[config.mk]
export PLATFORM = sky130hd
export DESIGN_NAME = cfcp_apb_regs
export DESIGN_NICKNAME = d
export VERILOG_FILES = /design/src/hdl/cfcp_apb_regs.sv
export SDC_FILE = /design/constraint.sdc
export NUM_CORES = 1
export LEC_CHECK = 0
export BUFFER_PORTS_ARGS = -buffer_cell sky130_fd_sc_hd__buf_2
export CAP_MARGIN = 20
export CORE_MARGIN = 2
export CORE_UTILIZATION = 30
export DETAILED_ROUTE_END_ITERATION = 16
export MAX_ROUTING_LAYER = met4
export PLACE_DENSITY = 0.7
export SYNTH_ARGS = -nofsm -noshare
export SYNTH_HDL_FRONTEND = slang
export SYNTH_SLANG_ARGS = --single-unit
[constraint.sdc]
create_clock -name clk_i -period 2.2 [get_ports clk_i]
set_input_delay 0.11 -clock clk_i [delete_from_list [all_inputs] [get_ports clk_i]]
set_output_delay 0.11 -clock clk_i [all_outputs]
set_load 0.05 [all_outputs]
[src/hdl/cfcp_apb_regs.sv]
// APB configuration register file: holds the expected magic word.
// No package dependencies.
module cfcp_apb_regs (
  input  logic        clk_i,
  input  logic        rst_ni,
  input  logic        psel,
  input  logic        penable,
  input  logic        pwrite,
  input  logic [0:0]  paddr,
  input  logic [31:0] pwdata,
  output logic [31:0] prdata,
  output logic        pready,
  output logic [31:0] magic_o
);

  localparam logic [0:0] AddrMagic = 1'b0;

  logic [31:0] magic_q;

  always_ff @(posedge clk_i or negedge rst_ni) begin
    if (!rst_ni) begin
      magic_q <= 32'hCAFE_BABE;
    end else if (psel && penable && pwrite && pready && (paddr == AddrMagic)) begin
      magic_q <= pwdata;
    end
  end

  assign pready  = 1'b1;
  assign prdata  = (paddr == AddrMagic) ? magic_q : 32'd0;
  assign magic_o = magic_q;

endmodule

### Word-level counts from Yosys, hierarchy flattened

Cells that the tools add are included.
Widths: inputs -> output; s select.

* register bits after elaboration: 32
* bits of input ports: 38
* output and inout port bits: 65
* word-level logic and storage cells: 6

* mux-type cells: 1
* bitwise gates (word level): 1
* reductions and logical operators: 3

Operators by type and width (count)
* $mux 32: 1
* $logic_and 1x1->1: 3
* $not 1->1: 1

### Depth between registers and ports, before layout

* depth after elaboration: 3
* gate-level depth with buffers: 3

### Worst setup path after synthesis

No wires, ideal clock.

* path type: register -> output
* from: register magic_q[11] (netlist: magic_o[11])
* to: output prdata[11]
* data arrival time: 1.445 ns
* slack: 0.645 ns
* cell stages (with the launch flop): 2
* path through: dfstp_2 > nor2b_1

* cells in the longest elaborated chain, start to end: 1

RTL lines
* from (decl): RTL line 18 `logic [31:0] magic_q;`
* from (signal assigned): RTL line 24 `magic_q <= pwdata;`
* $mux 32: RTL line 29 `assign prdata = (paddr == AddrMagic) ? magic_q : 32'd0;`
* to (decl): RTL line 11 `output logic [31:0] prdata,`

No other way between the ends.

### Worst setup path in the final report

* from: register magic_q[4] (netlist: magic_o[4])
* to: output prdata[4]

The elaborated chain is that of the path after synthesis.

==> impl_metrics.csv <==
group,metric,value,unit
outcome,status,"complete, no violations",
sta,tightest_slew,0.689,ns
grt,global_route.usage.met3,0.0474,
die,die_w,76.6,µm
clocking,cts_resized,0,
grt,top_usage_layer,"met2",
grt,use_met1,0.155,
cells_and_area,antennaDiodeCount,0,
pwr,powerDensity,1220,mW/mm²
sta,rsz0062_at_grt,"no",
place,hpwlAfterDp,2520,µm
grt,grt_first_pass_wirelength,5640,µm
drt,firstDrtPassIters,4,
clocking,clk_pin_slew,0.08,ns
cells_and_area,area_growth,42.8,%
sta,final_max_slew_viol_count,0,
place,place.gp.congestion,0.700,
cells_and_area,nFillCells,486,
setup_path,crit_type,"reg -> out",
grt,antenna_found_initial,0,
setup_path,endpoint_kind,"output pin",
sta,fin_ws,0.844,ns
grt,grt_use_met2,0.199,
clocking,cts_tree,"yes",
sta,hold_viol,0,
yosys,syn-num-nets,143,
yosys,ys_seq_area_frac,0.524,
cells_and_area,largest_register_ffs,32,
hold_path,hold_class,"in -> reg",
clocking,clk_path_buf_depth,2,
setup_path,cp_num_buf_inv,1,
job,cap_violations,0,
clocking,cts_num_sinks,32,
yosys,syn_avg_cell_area,15.1,µm²
clocking,root_buffer,"clkbuf_8",
sta,period_share,0.616,
pwr,peakVddDrop,0.541,mV
yosys,ys_types,10,
setup_path,crit_slowest_cell,"dfstp_2",
drt,route.vias.total,1172,
drt,wire_per_inst,12.6,µm
grt,grt_max_degree,33,
sta,fmax,737,MHz
sta,fin_skew,0,ns
drt,finalWirelength,3540,µm
yosys,synth-adder-area-share,0,
grt,first_global_vias,1154,
cells_and_area,drive_gt1_frac,0.790,
yosys,synth-compound-area-share,0,
die,placementRows,26,
setup_path,critPathMaxFanout,3,
place,place_ws,0.781,ns
setup_path,arrival,1.25,ns
die,die_h,76.6,µm
yosys,synth_top_family_by_area,"multiplexers",
die,start_util,0.310,
yosys,syn-instance-count,105,
setup_path,crit_chain,"nor2b_1 > buf_2",
drt,dr.first_iter.drc_count,31,
sta,fin_crit,1.36,ns
place,io_buffers,101,
setup_path,cp.required,2.09,ns
clocking,ctsHtreeMaxLevel,2,
drt,drc,0,
die,io_pins,103,
pwr,p_leak,1.24,nW
grt,grt_usage,0.129,
drt,ant_nets,0,
yosys,syn_area,0.00158,mm²
die,die_area,0.00587,mm²
yosys,synth_warnings,0,
clocking,clkLatencyLatePin,0.29,ns
sta,relSlewSlack,0.540,
drt,vias_per_cell,4.19,
setup_path,crit_family,"flip-flops",
yosys,ys_ff_latch,32,
sta,fin_setup_tns,0,ns
setup_path,max_stage_delay,0.55,ns
clocking,cts_made_buffers,5,
yosys,synth_xor_area_frac,0,
yosys,synth-simple-area-share,0.142,
yosys,synthMuxAreaShare,0.299,
grt,grt-ovfl-total,0,
setup_path,startpoint_type,"flop",
die,core,0.00511,mm²
sta,setup_viol,0,
cells_and_area,fin_nets,247,
## final timing paths
| path | startpoint | to | slack, ns | cells past startpoint |
|---|---|---|---|---|
| setup reg to reg | magic_o[0] | magic_o[0] | 1.42 | 1 |
| max in group asynchronous | rst_ni | magic_o[24] | 1.36 | 2 |
| hold / removal | pwdata[4] | magic_o[4] | 0.04 | 2 |
| min in group asynchronous | rst_ni | magic_o[0] | 0.40 | 2 |
| setup / recovery | magic_o[4] | prdata[4] | 0.84 | 2 |
| hold reg to reg | magic_o[24] | magic_o[24] | 0.53 | 1 |
## per-stage QoR
step | hold WS (ns) | cell area [µm²] | total power (W) | utilization | std cells
after floorplan | -0.186 | 1580 | 0.00192 | - | 105
after global placement | 0.180 | 2140 | 0.00219 | 0.418 | 271
after detailed placement | 0.198 | 2140 | 0.00220 | 0.418 | 271
after CTS | 0.0372 | 2260 | 0.00278 | 0.442 | 280
after global routing | 0.0262 | 2260 | 0.00287 | 0.442 | 280
final | 0.0449 | 2260 | 0.00275 | 0.442 | 280
## kinds of logic after synthesis
kind of cell,count (synthesis)
AND/OR/NAND/NOR,33
multiplexers,32
other,1
buffers and inverters,7
flip-flops,32
## cell type report
cell class / count / area (µm²) / area share
multi-input combinational: 66 / 701 / 0.310
clock inverter: 3 / 42.5 / 0.0188
timing repair buffer: 104 / 531 / 0.235
clock buffer: 5 / 68.8 / 0.0305
sequential: 32 / 828 / 0.367
tap: 70 / 87.6 / 0.0388
## cells in the mapped netlist
cell type	n	area share
buf_4	1	0.0047
buf_6	3	0.021
clkbuf_1	3	0.0071
conb_1	1	0.0024
dfrtp_1	10	0.16
dfstp_2	22	0.37
mux2_2	2	0.014
mux2_4	30	0.28
nand4b_4	1	0.015
nor2b_1	32	0.13
## routing by layer
metal	vias up	wire, µm
met2	65	1640
met5	-	0
li1	552	-
met1	550	1540
met3	5	300
met4	0	53
## cells in the final DEF, fill, tap and decap left out
cell type        n
dlygate4sd3_1    1
nand4b_4         1
dfstp_2         22
bufinv_16        1
nor2b_1         32
buf_2          101
clkbuf_8         5
clkinvlp_4       1
buf_4            2
conb_1           1
clkinv_2         1
mux2_2           2
dfrtp_1         10
mux2_4          30
## power by group
| group | total, W | switching, W | internal (W) |
|---|---|---|---|
| combinational | 0.00131 | 0.000924 | 0.000382 |
| sequential | 0.000881 | 0.0000954 | 0.000785 |
| clock | 0.000564 | 0.000229 | 0.000335 |
| total | 0.00275 | 0.00125 | 0.00150 |
## repair_timing
item,4_1_cts,5_1_grt
hold buffers,1,0
hold endpoints to repair,10,0
buffers inserted,0,0
setup endpoints to repair,0,0
No activity file was read; power rests on OpenSTA's default activity.
