## config.mk

```make
export PLATFORM = sky130hd
export DESIGN_NAME = cfcp_parse
export DESIGN_NICKNAME = d
export VERILOG_FILES = /design/src/hdl/cfcp_pkg.sv /design/src/hdl/cfcp_parse.sv
export SDC_FILE = /design/constraint.sdc
export NUM_CORES = 1
export LEC_CHECK = 0
export ABC_AREA = 0
export BUFFER_PORTS_ARGS = -buffer_cell sky130_fd_sc_hd__buf_2
export CORE_MARGIN = 10
export CORE_UTILIZATION = 45
export CTS_BUF_LIST = sky130_fd_sc_hd__clkbuf_8 sky130_fd_sc_hd__clkbuf_16
export DETAILED_ROUTE_END_ITERATION = 7
export PLACE_DENSITY = 0.68
export RECOVER_POWER = 50
export SYNTH_ARGS = -nofsm -noshare
export SYNTH_HDL_FRONTEND = slang
export SYNTH_SLANG_ARGS = --single-unit
```

## constraint.sdc

```tcl
create_clock -name clk_i -period 4.65 [get_ports clk_i]
set_clock_uncertainty 0.15 [all_clocks]
set_input_delay 0.6975 -clock clk_i [delete_from_list [all_inputs] [get_ports clk_i]]
set_output_delay 0.6975 -clock clk_i [all_outputs]
set_load 0.05 [all_outputs]
```

## src/hdl/cfcp_pkg.sv

```systemverilog
// Shared types for the class file constant pool parser.
// Holds the result kind codes, the constant pool tag codes and the result record; no dependencies.
package cfcp_pkg;

  typedef enum logic [3:0] {
    KIND_MINOR     = 4'd0,
    KIND_MAJOR     = 4'd1,
    KIND_POOL_CNT  = 4'd2,
    KIND_TAG       = 4'd3,
    KIND_FIELD     = 4'd4,
    KIND_UTF8_BYTE = 4'd5,
    KIND_ACCESS    = 4'd6,
    KIND_BAD_MAGIC = 4'd7,
    KIND_BAD_TAG   = 4'd8
  } kind_e;

  localparam logic [7:0] TAG_UTF8       = 8'd1;
  localparam logic [7:0] TAG_INTEGER    = 8'd3;
  localparam logic [7:0] TAG_FLOAT      = 8'd4;
  localparam logic [7:0] TAG_LONG       = 8'd5;
  localparam logic [7:0] TAG_DOUBLE     = 8'd6;
  localparam logic [7:0] TAG_CLASS      = 8'd7;
  localparam logic [7:0] TAG_STRING     = 8'd8;
  localparam logic [7:0] TAG_FIELDREF   = 8'd9;
  localparam logic [7:0] TAG_METHODREF  = 8'd10;
  localparam logic [7:0] TAG_IFACE_MREF = 8'd11;
  localparam logic [7:0] TAG_NAME_TYPE  = 8'd12;

  typedef struct packed {
    kind_e       kind;
    logic [15:0] entry_index;
    logic [7:0]  entry_tag;
    logic [1:0]  field_number;
    logic [31:0] field_value;
    logic        entry_last;
  } res_t;

endpackage

```

## src/hdl/cfcp_parse.sv

```systemverilog
// Parse state machine: consumes one byte per step and forms at most one result.
// Depends on cfcp_pkg for kind_e, res_t and the tag codes.
module cfcp_parse import cfcp_pkg::*; (
  input  logic        clk_i,
  input  logic        rst_ni,
  input  logic        step_i,
  input  logic [7:0]  byte_i,
  input  logic        start_i,
  input  logic [31:0] magic_i,
  output logic        res_valid_o,
  output res_t        res_o
);

  typedef enum logic [3:0] {
    PH_MAGIC, PH_MINOR, PH_MAJOR, PH_COUNT, PH_TAG,
    PH_FIELD, PH_UBYTES, PH_ACCESS, PH_DONE, PH_ERROR
  } phase_e;

  function automatic logic [1:0] field_total(input logic [7:0] tag);
    logic [1:0] n;
    case (tag)
      TAG_UTF8, TAG_INTEGER, TAG_FLOAT, TAG_CLASS, TAG_STRING: n = 2'd1;
      TAG_LONG, TAG_DOUBLE, TAG_FIELDREF, TAG_METHODREF, TAG_IFACE_MREF,
      TAG_NAME_TYPE: n = 2'd2;
      default: n = 2'd0;
    endcase
    return n;
  endfunction

  phase_e      ph_q, ph_d;
  logic [1:0]  bc_q, bc_d;
  logic [31:0] acc_q, acc_d;
  logic [15:0] pc_q, pc_d;
  logic [15:0] pi_q, pi_d;
  logic [7:0]  tag_q, tag_d;
  logic [1:0]  fs_q, fs_d;
  logic [15:0] ur_q, ur_d;

  always_comb begin
    phase_e      ph;
    logic [1:0]  bc;
    logic [31:0] acc;
    logic [15:0] pc;
    logic [15:0] pi;
    logic [7:0]  tag;
    logic [1:0]  fs;
    logic [15:0] ur;
    logic [31:0] acc_sh;
    logic        wide;
    logic        done;
    logic [31:0] fval;
    logic [16:0] nxt;
    phase_e      ne_ph;
    logic [15:0] ne_pi;
    logic        last;
    logic [15:0] ur_m;

    ph  = start_i ? PH_MAGIC : ph_q;
    bc  = start_i ? 2'd0 : bc_q;
    acc = start_i ? 32'd0 : acc_q;
    pc  = start_i ? 16'd0 : pc_q;
    pi  = start_i ? 16'd1 : pi_q;
    tag = start_i ? 8'd0 : tag_q;
    fs  = start_i ? 2'd0 : fs_q;
    ur  = start_i ? 16'd0 : ur_q;

    acc_sh = {acc[23:0], byte_i};
    wide   = (tag >= TAG_INTEGER) && (tag <= TAG_DOUBLE);
    done   = wide ? (bc == 2'd3) : (bc == 2'd1);
    fval   = wide ? acc_sh : {16'd0, acc_sh[15:0]};
    nxt    = {1'b0, pi} + (((tag == TAG_LONG) || (tag == TAG_DOUBLE)) ? 17'd2 : 17'd1);
    ne_ph  = (nxt >= {1'b0, pc}) ? PH_ACCESS : PH_TAG;
    ne_pi  = (nxt >= {1'b0, pc}) ? pi : nxt[15:0];
    ur_m   = ur - 16'd1;
    last   = 1'b0;

    ph_d  = ph;
    bc_d  = bc;
    acc_d = acc;
    pc_d  = pc;
    pi_d  = pi;
    tag_d = tag;
    fs_d  = fs;
    ur_d  = ur;

    res_valid_o = 1'b0;
    res_o       = '0;
    res_o.kind  = KIND_MINOR;

    case (ph)
      PH_MAGIC: begin
        if (bc == 2'd3) begin
          bc_d  = 2'd0;
          acc_d = 32'd0;
          if (acc_sh != magic_i) begin
            ph_d              = PH_ERROR;
            res_valid_o       = 1'b1;
            res_o.kind        = KIND_BAD_MAGIC;
            res_o.field_value = acc_sh;
          end else begin
            ph_d = PH_MINOR;
          end
        end else begin
          bc_d  = bc + 2'd1;
          acc_d = acc_sh;
        end
      end
      PH_MINOR, PH_MAJOR, PH_COUNT, PH_ACCESS: begin
        if (bc == 2'd1) begin
          bc_d              = 2'd0;
          acc_d             = 32'd0;
          res_valid_o       = 1'b1;
          res_o.field_value = {16'd0, acc_sh[15:0]};
          case (ph)
            PH_MINOR: begin
              ph_d       = PH_MAJOR;
              res_o.kind = KIND_MINOR;
            end
            PH_MAJOR: begin
              ph_d       = PH_COUNT;
              res_o.kind = KIND_MAJOR;
            end
            PH_COUNT: begin
              pc_d       = acc_sh[15:0];
              pi_d       = 16'd1;
              ph_d       = (acc_sh[15:0] <= 16'd1) ? PH_ACCESS : PH_TAG;
              res_o.kind = KIND_POOL_CNT;
            end
            default: begin
              ph_d       = PH_DONE;
              res_o.kind = KIND_ACCESS;
            end
          endcase
        end else begin
          bc_d  = bc + 2'd1;
          acc_d = acc_sh;
        end
      end
      PH_TAG: begin
        tag_d             = byte_i;
        res_valid_o       = 1'b1;
        res_o.entry_index = pi;
        res_o.entry_tag   = byte_i;
        res_o.field_value = {24'd0, byte_i};
        if (field_total(byte_i) == 2'd0) begin
          ph_d       = PH_ERROR;
          res_o.kind = KIND_BAD_TAG;
        end else begin
          fs_d       = 2'd0;
          bc_d       = 2'd0;
          acc_d      = 32'd0;
          ph_d       = PH_FIELD;
          res_o.kind = KIND_TAG;
        end
      end
      PH_FIELD: begin
        if (done) begin
          bc_d  = 2'd0;
          acc_d = 32'd0;
          if (tag == TAG_UTF8) begin
            ur_d = fval[15:0];
            last = (fval[15:0] == 16'd0);
          end else begin
            last = (({1'b0, fs} + 3'd1) >= {1'b0, field_total(tag)});
          end
          if (last) begin
            ph_d = ne_ph;
            pi_d = ne_pi;
            fs_d = 2'd0;
          end else if (tag == TAG_UTF8) begin
            ph_d = PH_UBYTES;
          end else begin
            fs_d = fs + 2'd1;
          end
          res_valid_o        = 1'b1;
          res_o.kind         = KIND_FIELD;
          res_o.entry_index  = pi;
          res_o.entry_tag    = tag;
          res_o.field_number = fs;
          res_o.field_value  = fval;
          res_o.entry_last   = last;
        end else begin
          bc_d  = bc + 2'd1;
          acc_d = acc_sh;
        end
      end
      PH_UBYTES: begin
        ur_d = ur_m;
        last = (ur_m == 16'd0);
        if (last) begin
          ph_d  = ne_ph;
          pi_d  = ne_pi;
          fs_d  = 2'd0;
          bc_d  = 2'd0;
          acc_d = 32'd0;
        end
        res_valid_o        = 1'b1;
        res_o.kind         = KIND_UTF8_BYTE;
        res_o.entry_index  = pi;
        res_o.entry_tag    = tag;
        res_o.field_number = 2'd1;
        res_o.field_value  = {24'd0, byte_i};
        res_o.entry_last   = last;
      end
      default: begin
      end
    endcase

    if (!step_i) begin
      res_valid_o = 1'b0;
    end
  end

  always_ff @(posedge clk_i or negedge rst_ni) begin
    if (!rst_ni) begin
      ph_q  <= PH_MAGIC;
      bc_q  <= 2'd0;
      acc_q <= 32'd0;
      pc_q  <= 16'd0;
      pi_q  <= 16'd1;
      tag_q <= 8'd0;
      fs_q  <= 2'd0;
      ur_q  <= 16'd0;
    end else if (step_i) begin
      ph_q  <= ph_d;
      bc_q  <= bc_d;
      acc_q <= acc_d;
      pc_q  <= pc_d;
      pi_q  <= pi_d;
      tag_q <= tag_d;
      fs_q  <= fs_d;
      ur_q  <= ur_d;
    end
  end

endmodule
```

Word-level counts from Yosys, hierarchy flattened
Memory sizes are Yosys's and may differ from the RTL's.
Cells that the tools add are included.
Storage, ports and cells
  bits in registers: 96
  latch bits: 0
  RAM bits: 0
  memory bits (read-only): 64
  input bits: 44
  output and inout port bits: 64
  word-level logic and storage cells: 127
  memories kept: 2
Memories
  (no name shown): depth 16, bits a word 2, read ports 1, clocked after Yosys merged registers in 0, write ports 0, RTL line cfcp_parse.sv:21  | case (tag)
  (no name shown): depth 16, bits a word 2, read ports 1, clocked after Yosys merged registers in 0, write ports 0, RTL line cfcp_parse.sv:21
Cells by class
  add/subtract/negate cells: 5
  multipliers: 0
  divide/modulo/power cells: 0
  magnitude comparators: 5
  equality and inequality tests: 13
  shift-type cells: 0
  mux-type cells: 84
  bitwise operators: 0
  reduce and logical (&&, ||, !) cells: 10
Operators with widths (count)
  32-bit 2-to-1 mux: 9
  16-bit 2-to-1 mux: 15
  32-bit one-hot mux with 5 select lines: 1
  32-bit one-hot mux with 4 select lines: 1
  24-bit one-hot mux with 3 select lines: 1
  62-bit 2-to-1 mux: 1
  16-bit one-hot mux with 3 select lines: 1
  2-bit 2-to-1 mux: 21
  4-bit 2-to-1 mux: 10
  4-bit one-hot mux with 5 select lines: 2
  16-bit zero test: 2
  32-bit != test: 1
  16-bit one-hot mux with 2 select lines: 1
  16-bit by 2-bit adder with 17-bit output: 1
  17-bit by 16-bit >= comparator with 1-bit output: 1
  4-bit by 3-bit == test with 1-bit output, second input constant: 4
  8-bit by 3-bit == test with 1-bit output, second input constant: 2
  16-bit by 1-bit <= comparator with 1-bit output, second input constant: 1
  8-bit 2-to-1 mux: 2
  16-bit by 1-bit subtractor with 16-bit output, second input constant: 1
  4-bit zero test: 3
  4-bit one-hot mux with 3 select lines: 1
  2-bit one-hot mux with 5 select lines: 1
  1-bit 2-to-1 mux: 9
  21 further kinds: 25

Longest topological paths before layout
Gate-level depths: netlist (run 1).
  depth in word-level cells: 13
  depth in mapped cells: 26

Least setup slack after synthesis (run 1)
Ideal clock, no wire load.
  path type: input to register
  from: input start_i
  to: register pi_q[11]
  arrival time: 5519 ps
  data required time: 4365 ps
  slack: -1154 ps
  stages on the path: 26
  cell sequence: clkbuf_1 buf_1 buf_1 clkbuf_1 nor2_1 and2_1 inv_1 ha_1 fa_1 and3_1 nand4_1 or3_1 nor2_1 xnor2_1 nor2_1 ha_1 a21o_1 a21oi_1 o41ai_1 a221oi_1 and2_1 buf_1 a21oi_2 clkbuf_1 o211ai_1 o211ai_1
On the way
  cells in the longest elaborated chain, start to end: 13
  elaborated cells on any way between the ends: 50
  those cells by class: add/sub: 3; order compare: 4; eq/ne: 11; mux: 25; reduce/logical: 6; memory: 1
Ends and longest elaborated chain
  start, declared: RTL line cfcp_parse.sv:8  | input logic start_i,
  branches (longest 12 deep; another with 16-bit by 2-bit adder with 17-bit output)
  16-bit one-hot mux with 3 select lines (*): RTL line cfcp_parse.sv:90  | case (ph)
  end signal, assigned: RTL line cfcp_parse.sv:229  | pi_q <= pi_d;
  end, declared: RTL line cfcp_parse.sv:34  | logic [15:0] pi_q, pi_d;
Mark *: on every way between the ends. The select of a mux whose other input is x is not followed.
A chain may end at the register's enable or synchronous reset.

Worst setup path after layout (run 1)
  from: register tag_q[5]
  to: register pi_q[8]
On the way
  cells in the longest elaborated chain, start to end: 13
  elaborated cells on any way between the ends: 26
  those cells by class: add/sub: 1; order compare: 4; eq/ne: 3; mux: 15; reduce/logical: 3
Ends and longest elaborated chain
  start, declared: RTL line cfcp_parse.sv:35  | logic [7:0] tag_q, tag_d;
  start signal, assigned: RTL line cfcp_parse.sv:230  | tag_q <= tag_d;
  8-bit 2-to-1 mux (*): RTL line cfcp_parse.sv:63  | tag = start_i ? 8'd0 : tag_q;
  branches (longest 11 deep; another with 16-bit by 2-bit adder with 17-bit output)
  16-bit one-hot mux with 3 select lines (*): RTL line cfcp_parse.sv:90
Marks and branches as above.

==> results of run 1 <==
-- stage by stage --
step           total power [uW]  TNS, ns  hold slack, ns
2_1_floorplan              1760   -0.207           0.252
3_3_place_gp               2080        0           0.334
3_5_place_dp               2100        0           0.328
4_1_cts                    2870        0           0.289
5_1_grt                    3050   -0.583           0.367
6_report                   2930        0           0.350
-- cell type report --
type | count | area share [%]
multi-input cells | 680 | 54.3
well taps | 216 | 3.11
clock buffers | 9 | 2.59
repair buffers | 178 | 12.5
clock inverters | 7 | 0.878
inverters | 29 | 1.25
flip-flops and latches | 88 | 25.4
-- routing by layer --
| layer | track usage (%) | part of all wire [%] |
|---|---|---|
| met5 | 0 | 0 |
| met4 | 7.33 | 2.2 |
| met3 | 4.43 | 9.2 |
| met2 | 35.0 | 46 |
| met1 | 31.0 | 43 |
-- critical path: cells and delay by family (launching register included) --
kind	cells	cell delay, ns
adders and majority gates	2	0.50
and+or+nand+nor	9	2.18
xor gates and xnor gates	1	0.15
DFF	1	0.38
buffers and inverters	2	0.35
AOI/OAI and AO/OA	4	0.75
-- cell families (layout without fill, tap and decap cells) --
family                     count (synthesis)  count (layout)
and+or+nand+nor                          350             350
AOI/OAI and AO/OA                        254             254
buffers and inverters                     98             223
DFF                                       88              88
xor gates and xnor gates                  34              34
adders and majority gates                 30              30
muxes                                     12              12
-- placed cells by master (no fill, tap or decap), drive strengths merged, types with 5 or more instances in the layout --
cell type  Yosys  routed
o311ai         5       5
a211oi         7       7
or4            7       7
nand4         22      22
nor2b         18      18
nor4bb         7       7
a22oi         10      10
and2          48      48
nand3         18      18
o211ai        14      14
a22o          60      60
xor2          14      14
a31oi          9       9
o2bb2ai        9       9
nor4          18      18
buf           27     175
ha            28      28
inv           29      32
nor3          13      13
or3           12      12
and3           7       7
nand2         88      88
xnor2         20      20
o21ai         48      48
o22ai         10      10
nor2          59      59
a311oi         6       6
a21oi         33      33
dfrtp         87      87
clkbuf        42      12
mux2i          8       8
nor3b          7       7
o32ai          8       8
nand2b        12      12
-- flip-flops by register name, indices dropped and copies added (netlist names) --
signal	count
fs_q	2
bc_q	2
ur_q	16
ph_q	4
pc_q	16
acc_q	24
tag_q	8
pi_q	16
-- worst min path at each step --
| stage | startpoint | depth (start not counted) | to | slack (ns) |
|---|---|---|---|---|
| 2_1_floorplan | rst_ni | 0 | acc_q[0] | 0.25 |
| 6_report | pc_q[0] | 1 | pc_q[0] | 0.35 |
| 3_5_place_dp | pc_q[0] | 1 | pc_q[0] | 0.33 |
| 5_1_grt | pc_q[0] | 1 | pc_q[0] | 0.37 |
| 4_1_cts | rst_ni | 1 | bc_q[1] | 0.29 |
| 3_3_place_gp | pc_q[0] | 1 | pc_q[0] | 0.33 |
-- power breakdown --
group          internal, uW  switching [uW]  total, uW  leakage [uW]
Clock                   422             351        773      0.000143
Sequential              872             164       1040       0.00120
Combinational           423             693       1120       0.00268
-- repair_timing --
action                     CTS  global route
setup endpoints to repair    0            42
buffers inserted             0            10
resized for setup            0            20
==> summary.md, run 1 <==
| Metric | Value |
|---|---|
| Max-slew headroom | `-119%` |
| Area leader, netlist | `dfrtp_1` |
| Reg2reg start | `tag_q[5]` |
| Largest net degree at the start of global routing | `between 60 and 70` |
| Post-Syn Area per Cell | `between 8 and 9 um^2` |
| Register area | `~2200 um^2` |
| Largest family of logic cells by synthesized area | `simple AND/OR/NAND/NOR gates` |
| Crit start category | `register` |
| Final Hold Viols | `0` |
| Final instance area | `~8700 um^2` |
| CP cell instances | `or4_4 > nor2_4 > and2_4 > fa_2 > and3_4 > nand4_1 > or3_4 > buf_4 > xor2_1 > ha_1 > nand4_1 > nor4_2 > a221oi_2 > and2_4 > a21oi_4 > buf_4 > a311oi_2 > o211ai_1` |
| Antenna Cells | `0` |
| Vias in the first global route | `7188` |
| Area contributors post-synth | `dfrtp_1, a22o_1, ha_1, nand2_1, and2_1` |
| Multi-input combinational cell area | `4720 um^2` |
| Count leader, synth | `nand2_1` |
| Fin. max-slew vios | `59` |
| Synth Area in XOR/XNOR | `4.07%` |
| EDFF count, synth | `0` |
| Clock buffer depth | `2` |
| Final setup viols | `0` |
| Post-synth ARST share | `between 90% and 100%` |
| Worst R2R End | `pi_q[8]` |
| Beginning of the critical path | `tag_q[5]` |
| Synth Cell Area | `7310 um^2` |
| Total grt overflow | `0` |
| Synth Register Bits | `88` |
| Max frequency | `around 220 MHz` |
| Status | `complete, but fails checks` |
| Register-to-Register Path Depth | `18` |
| Setup slack after layout | `about 0.1 ns` |
| Tcrit/Tclk final | `97.8%` |
| Die H | `147 um` |
| Fill cells | `1488` |
| Total number of vias | `7539` |
| Fin crit period | `4.55 ns` |
| Initial antenna violation count | `0` |
| Ys Warns | `0` |
| Final nets | `1060` |
| Number of placed instances, taps included | `about 1200` |
| Gate Count Post-Synth | `866` |
| Worst skew pair latency | `0.36 ns` |
| Share of cells above drive strength 1 | `24.7%` |
| Rows | `46` |
| Max Cap Viol | `1` |
| TritonCTS clock tree | `yes` |
| Clk root buf | `clkbuf_16` |
| Routed Antenna Nets | `0` |
| WP data required | `4.77 ns` |
| Area Growth Syn to Fin | `18.8%` |
| Detailed Route Iter0 Violations | `760` |
| First-pass GRT wire length | `40.3 mm` |
| Slew @ Worst Pin | `3.29 ns` |
| Complex-gate fraction of the synthesized area | `25.1%` |
| CTS Buf Count | `9` |
| Violated checks | `capacitance limit, slew limit` |
| Initial DRT Pass Iterations | `5` |
| Final Core Density | `around 55%` |
| Worst Hold Class | `reg2reg` |
| CTS Hold Bufs | `0` |
| Htree depth | `3` |
| Lkg Pwr | `0.00402 uW` |
| Post-Synth Adder-Cell Area | `5.34%` |
| Detail Placement HPWL | `18.2 mm` |
| DR vias/cell | `6.25` |
| Post-synthesis mux area share | `1.76%` |
| Crit path kind | `reg2reg` |
| Arr. time, crit path | `around 4.7 ns` |
| Worst-path clk slew | `about 0.08 ns` |
| # clock sinks | `a little under 90` |
| Placed cell area | `between 8000 and 9000 um^2` |
| Crit path capture type | `register` |
| Core Box Area | `15900 um^2` |
| WL final | `25.4 mm` |
| Non-Filler Instances | `1207` |
| Pre-CTS setup slack | `roughly 0.031 ns` |
| CP max-delay cell | `or4_4` |
| Post-synthesis simple-gate area fraction | `26.4%` |
| Syn_nets | `between 900 and 1000` |
| RSZ-0062 raised after global routing | `yes` |
| Chip width | `147 um` |
| Worst IR Drop VDD | `0.188 mV` |
| Initial core utilization | `46.0%` |
| Synth top area share | `29.8%` |
| Top_reg_cell synth | `dfrtp_1` |
| IO Port Bufs | `107` |
| # DRC | `0` |
| Critical Path Sink | `pi_q[8]` |
| GRT Total Usage | `a little under a quarter` |
| Gpl congestion | `0.995` |
| Count of cell types in the netlist | `82` |
| I/O pin total | `108` |
| Synth top cells by count | `nand2_1, dfrtp_1, nor2_1, a22o_1, and2_1` |
| R2R Setup Slk | `0.10 ns` |
| Worst Path Max Fanout | `14` |
| CP peak stage delay | `0.56 ns` |
| Pwr per Cell Area | `337 nW/um^2` |
| WL per Instance | `around 21 um` |
| Register area share after synthesis | `between 30% and 40%` |
| Die area | `21700 um^2` |
Power figures use the tool's default switching activity.
==> inputs of run 2 (changes only) <==
--- a/config.mk
+++ b/config.mk
@@ -6,7 +6,7 @@
 export NUM_CORES = 1
 export LEC_CHECK = 0
 export ABC_AREA = 0
-export BUFFER_PORTS_ARGS = -buffer_cell sky130_fd_sc_hd__buf_2
+export BUFFER_PORTS_ARGS = -buffer_cell sky130_fd_sc_hd__buf_4
 export CORE_MARGIN = 10
 export CORE_UTILIZATION = 45
 export CTS_BUF_LIST = sky130_fd_sc_hd__clkbuf_8 sky130_fd_sc_hd__clkbuf_16
==> summary.md, run 2 (synthesis results as in run 1) <==
| Metric | Value |
|---|---|
| Status | `complete, but fails checks` |
| Violated checks | `capacitance limit, slew limit` |
| WL per Instance | `21.0 um (-0.30%)` |
| Commonest non-fill, non-tap cell in the layout | `buf_4` |
| Internal power | `1690 uW (-1.5%)` |
| Max frequency | `216 MHz (-1.9%)` |
| Sequential share of power | `36.2% (+0.8 points)` |
| Max Cap Viol | `1 (unchanged)` |
| Fin crit period | `4.63 ns (+0.0859 ns)` |
| First-pass GRT wire length | `39.8 mm (-1.1%)` |
| R2R Setup Slk | `0.02 ns (-0.09 ns)` |
| Hold path depth | `1 (unchanged)` |
| Max Used Layer | `met4` |
| Lkg Pwr | `0.00402 uW (about the same)` |
| Worst R2R End | `pi_q[11]` |
| Die H | `147 um (unchanged)` |
| Metal2 WL | `11.8 mm (+1.1%)` |
| Rows | `46 (unchanged)` |
| Sw Share | `40.9% (-0.39 points)` |
| RSZ-0062 raised after global routing | `yes` |
| Total grt overflow | `0 (unchanged)` |
| Setup slack after layout | `0.0161 ns (-0.0859 ns)` |
| Clk root buf | `clkbuf_16` |
| TritonCTS clock tree | `yes` |
| Reg2reg start | `tag_q[4]` |
| Routed met1 length | `10.9 mm (+0.91%)` |
| Area Growth Syn to Fin | `21.5%` |
| CTS Buf Count | `9 (unchanged)` |
| Tcrit/Tclk final | `99.7% (+1.8 points)` |
| Worst-path clk slew | `0.07 ns (about the same)` |
| Fin. max-slew vios | `57 (-3.4%)` |
| Setup TNS | `0 ns (unchanged)` |
| WP data required | `4.71 ns (-0.06 ns)` |
| Vias in the first global route | `7184 (-0.056%)` |
| Clock buffer depth | `2 (unchanged)` |
| # DRC | `0 (unchanged)` |
| Final Core Density | `55.9% (+1.2 points)` |
| Core Box Area | `15900 um^2 (unchanged)` |
| Gpl congestion | `0.977 (-1.8%)` |
| Worst hold start | `pc_q[1]` |
| CP peak stage delay | `0.56 ns (about the same)` |
| Routed Antenna Nets | `0 (unchanged)` |
| Pwr per Cell Area | `322 nW/um^2 (-4.3%)` |
| Clock power frac | `24.2% (-2.2 points)` |
| CP most frequent cell | `o211ai_1` |
| WL met3 | `1.83 mm (-22%)` |
| Initial DRT Pass Iterations | `5 (unchanged)` |
| Pre-CTS setup slack | `-0.0787 ns (-0.110 ns)` |
| Detailed Route Iter0 Violations | `881 (+16%)` |
| Max-slew headroom | `-127% (-7.4 points)` |
| Slew @ Worst Pin | `3.40 ns (+0.111 ns)` |
| Commonest cells after routing, fill and taps aside | `buf_4, nand2_1, dfrtp_1` |
| Largest register by flop count | `acc_q` |
| Final nets | `1054 (-0.57%)` |
| Detail Placement HPWL | `17.9 mm (-2.1%)` |
| Worst IR Drop VDD | `0.192 mV (+2.2%)` |
| IO Port Bufs | `107 (unchanged)` |
| Final setup viols | `0 (unchanged)` |
| Crit path kind | `reg2reg` |
| Worst hold path endpoint | `pc_q[1]` |
| # clock sinks | `88 (unchanged)` |
| Htree depth | `3 (unchanged)` |
| Die area | `21700 um^2 (unchanged)` |
| Crit path capture type | `register` |
| Psw | `1170 uW (-3.1%)` |
| Crit-path leading delay family | `simple AND/OR/NAND/NOR gates` |
| DR vias/cell | `6.26 (+0.25%)` |
| Initial antenna violation count | `0 (unchanged)` |
| Total number of vias | `7520 (-0.25%)` |
| CP max-delay cell | `or4_4` |
| Chip width | `147 um (unchanged)` |
| Worst Path Max Fanout | `6 (-8)` |
| Antenna Cells | `0 (unchanged)` |
| I/O pin total | `108 (unchanged)` |
| Worst Hold Class | `reg2reg` |
| Register-to-Register Path Depth | `22 (+4)` |
| Crit start category | `register` |
| CP cell instances | `or4_4 > nor2_4 > and2_4 > inv_2 > ha_4 > fa_2 > and3_4 > nand4_1 > or3_4 > nor2_2 > xnor2_1 > nor2_1 > ha_1 > a21o_1 > a21oi_2 > o41ai_2 > a221oi_2 > and4_4 > o21ai_4 > buf_6 > o211ai_1 > o211ai_1` |
| GRT Total Usage | `22.4% (-0.28 points)` |
| Max reg flops | `24 (unchanged)` |
| Initial core utilization | `46.0% (unchanged)` |
| Arr. time, crit path | `4.70 ns (+0.03 ns)` |
| Share of cells above drive strength 1 | `24.0% (-0.76 points)` |
| Final Hold Viols | `0 (unchanged)` |
| Worst skew pair latency | `0.36 ns (about the same)` |
| WL final | `25.2 mm (-0.79%)` |
| Largest net degree at the start of global routing | `57 (-11%)` |
| CP Buf/Inv Count | `2 (unchanged)` |
| Combinational group share of total power | `39.5% (+1.3 points)` |
## run 2: changes by cell type in the layout (fill, tap and decap cells not counted), sizes merged
| cell | delta |
|---|---|
| inv | +1 |
| clkinv | -1 |
| buf | -5 |
| bufinv | -1 |
## run 2: power by group through the flow
stage / sequential (uW) / combinational, uW / clock, uW
after floorplan: 972 / 784 / 0
after global placement: 1040 / 1060 / 0
after detailed placement: 1040 / 1070 / 0
after CTS: 1030 / 1080 / 698
after global routing: 1050 / 1220 / 727
final: 1040 / 1130 / 694
## run 2: area by class of cell
cell class / instances / area [um^2]
Fill cell: 1490 / 7000
Inverter: 29 / 109
Multi-Input combinational cell: 680 / 4720
Timing Repair Buffer: 172 / 1310
Tap cell: 216 / 270
Clock inverter: 6 / 30.0
Sequential cell: 88 / 2200
Clock buffer: 10 / 239
## run 2: timing repair
| item | 4_1_cts | 5_1_grt |
|---|---|---|
| endpoints found under the setup margin | 13 | 27 |
| pin swaps | 6 | 14 |
| gates resized for setup | 2 | 25 |
| setup buffers | 1 | 5 |
| endpoints found under the hold margin | 0 | 0 |
| hold buffers | 0 | 0 |
| gates cloned | 0 | 0 |
## run 2: how the worst max path moves through the flow
| stage | from | end | slack (ns) | cells past startpoint |
|---|---|---|---|---|
| final | tag_q[4] | pi_q[11] | 0.02 | 22 |
| after CTS | tag_q[4] | ph_q[0] | 0.006 | 22 |
| after global placement | tag_q[4] | pi_q[7] | 0.03 | 21 |
| after floorplan | start_i | pi_q[11] | -0.05 | 26 |
| after global routing | tag_q[4] | pi_q[11] | -0.17 | 22 |
| after detailed placement | tag_q[4] | pi_q[11] | -0.08 | 22 |
## run 2: through the flow
stage / hold WS [ns] / total power, uW / area, um^2 / instances
2_1_floorplan: 0.252 / 1760 / 7430 / 866
3_3_place_gp: 0.326 / 2100 / 8480 / 1179
3_5_place_dp: 0.341 / 2110 / 8480 / 1179
4_1_cts: 0.308 / 2810 / 8770 / 1196
5_1_grt: 0.371 / 2990 / 8880 / 1201
6_report: 0.353 / 2860 / 8880 / 1201
## run 2: routing by layer
metal  vias up  global-route usage, %
li1       3444                      -
met1      3639                   30.5
met2       376                   35.1
met3        61                   3.69
met4         0                   7.38
met5         -                      0
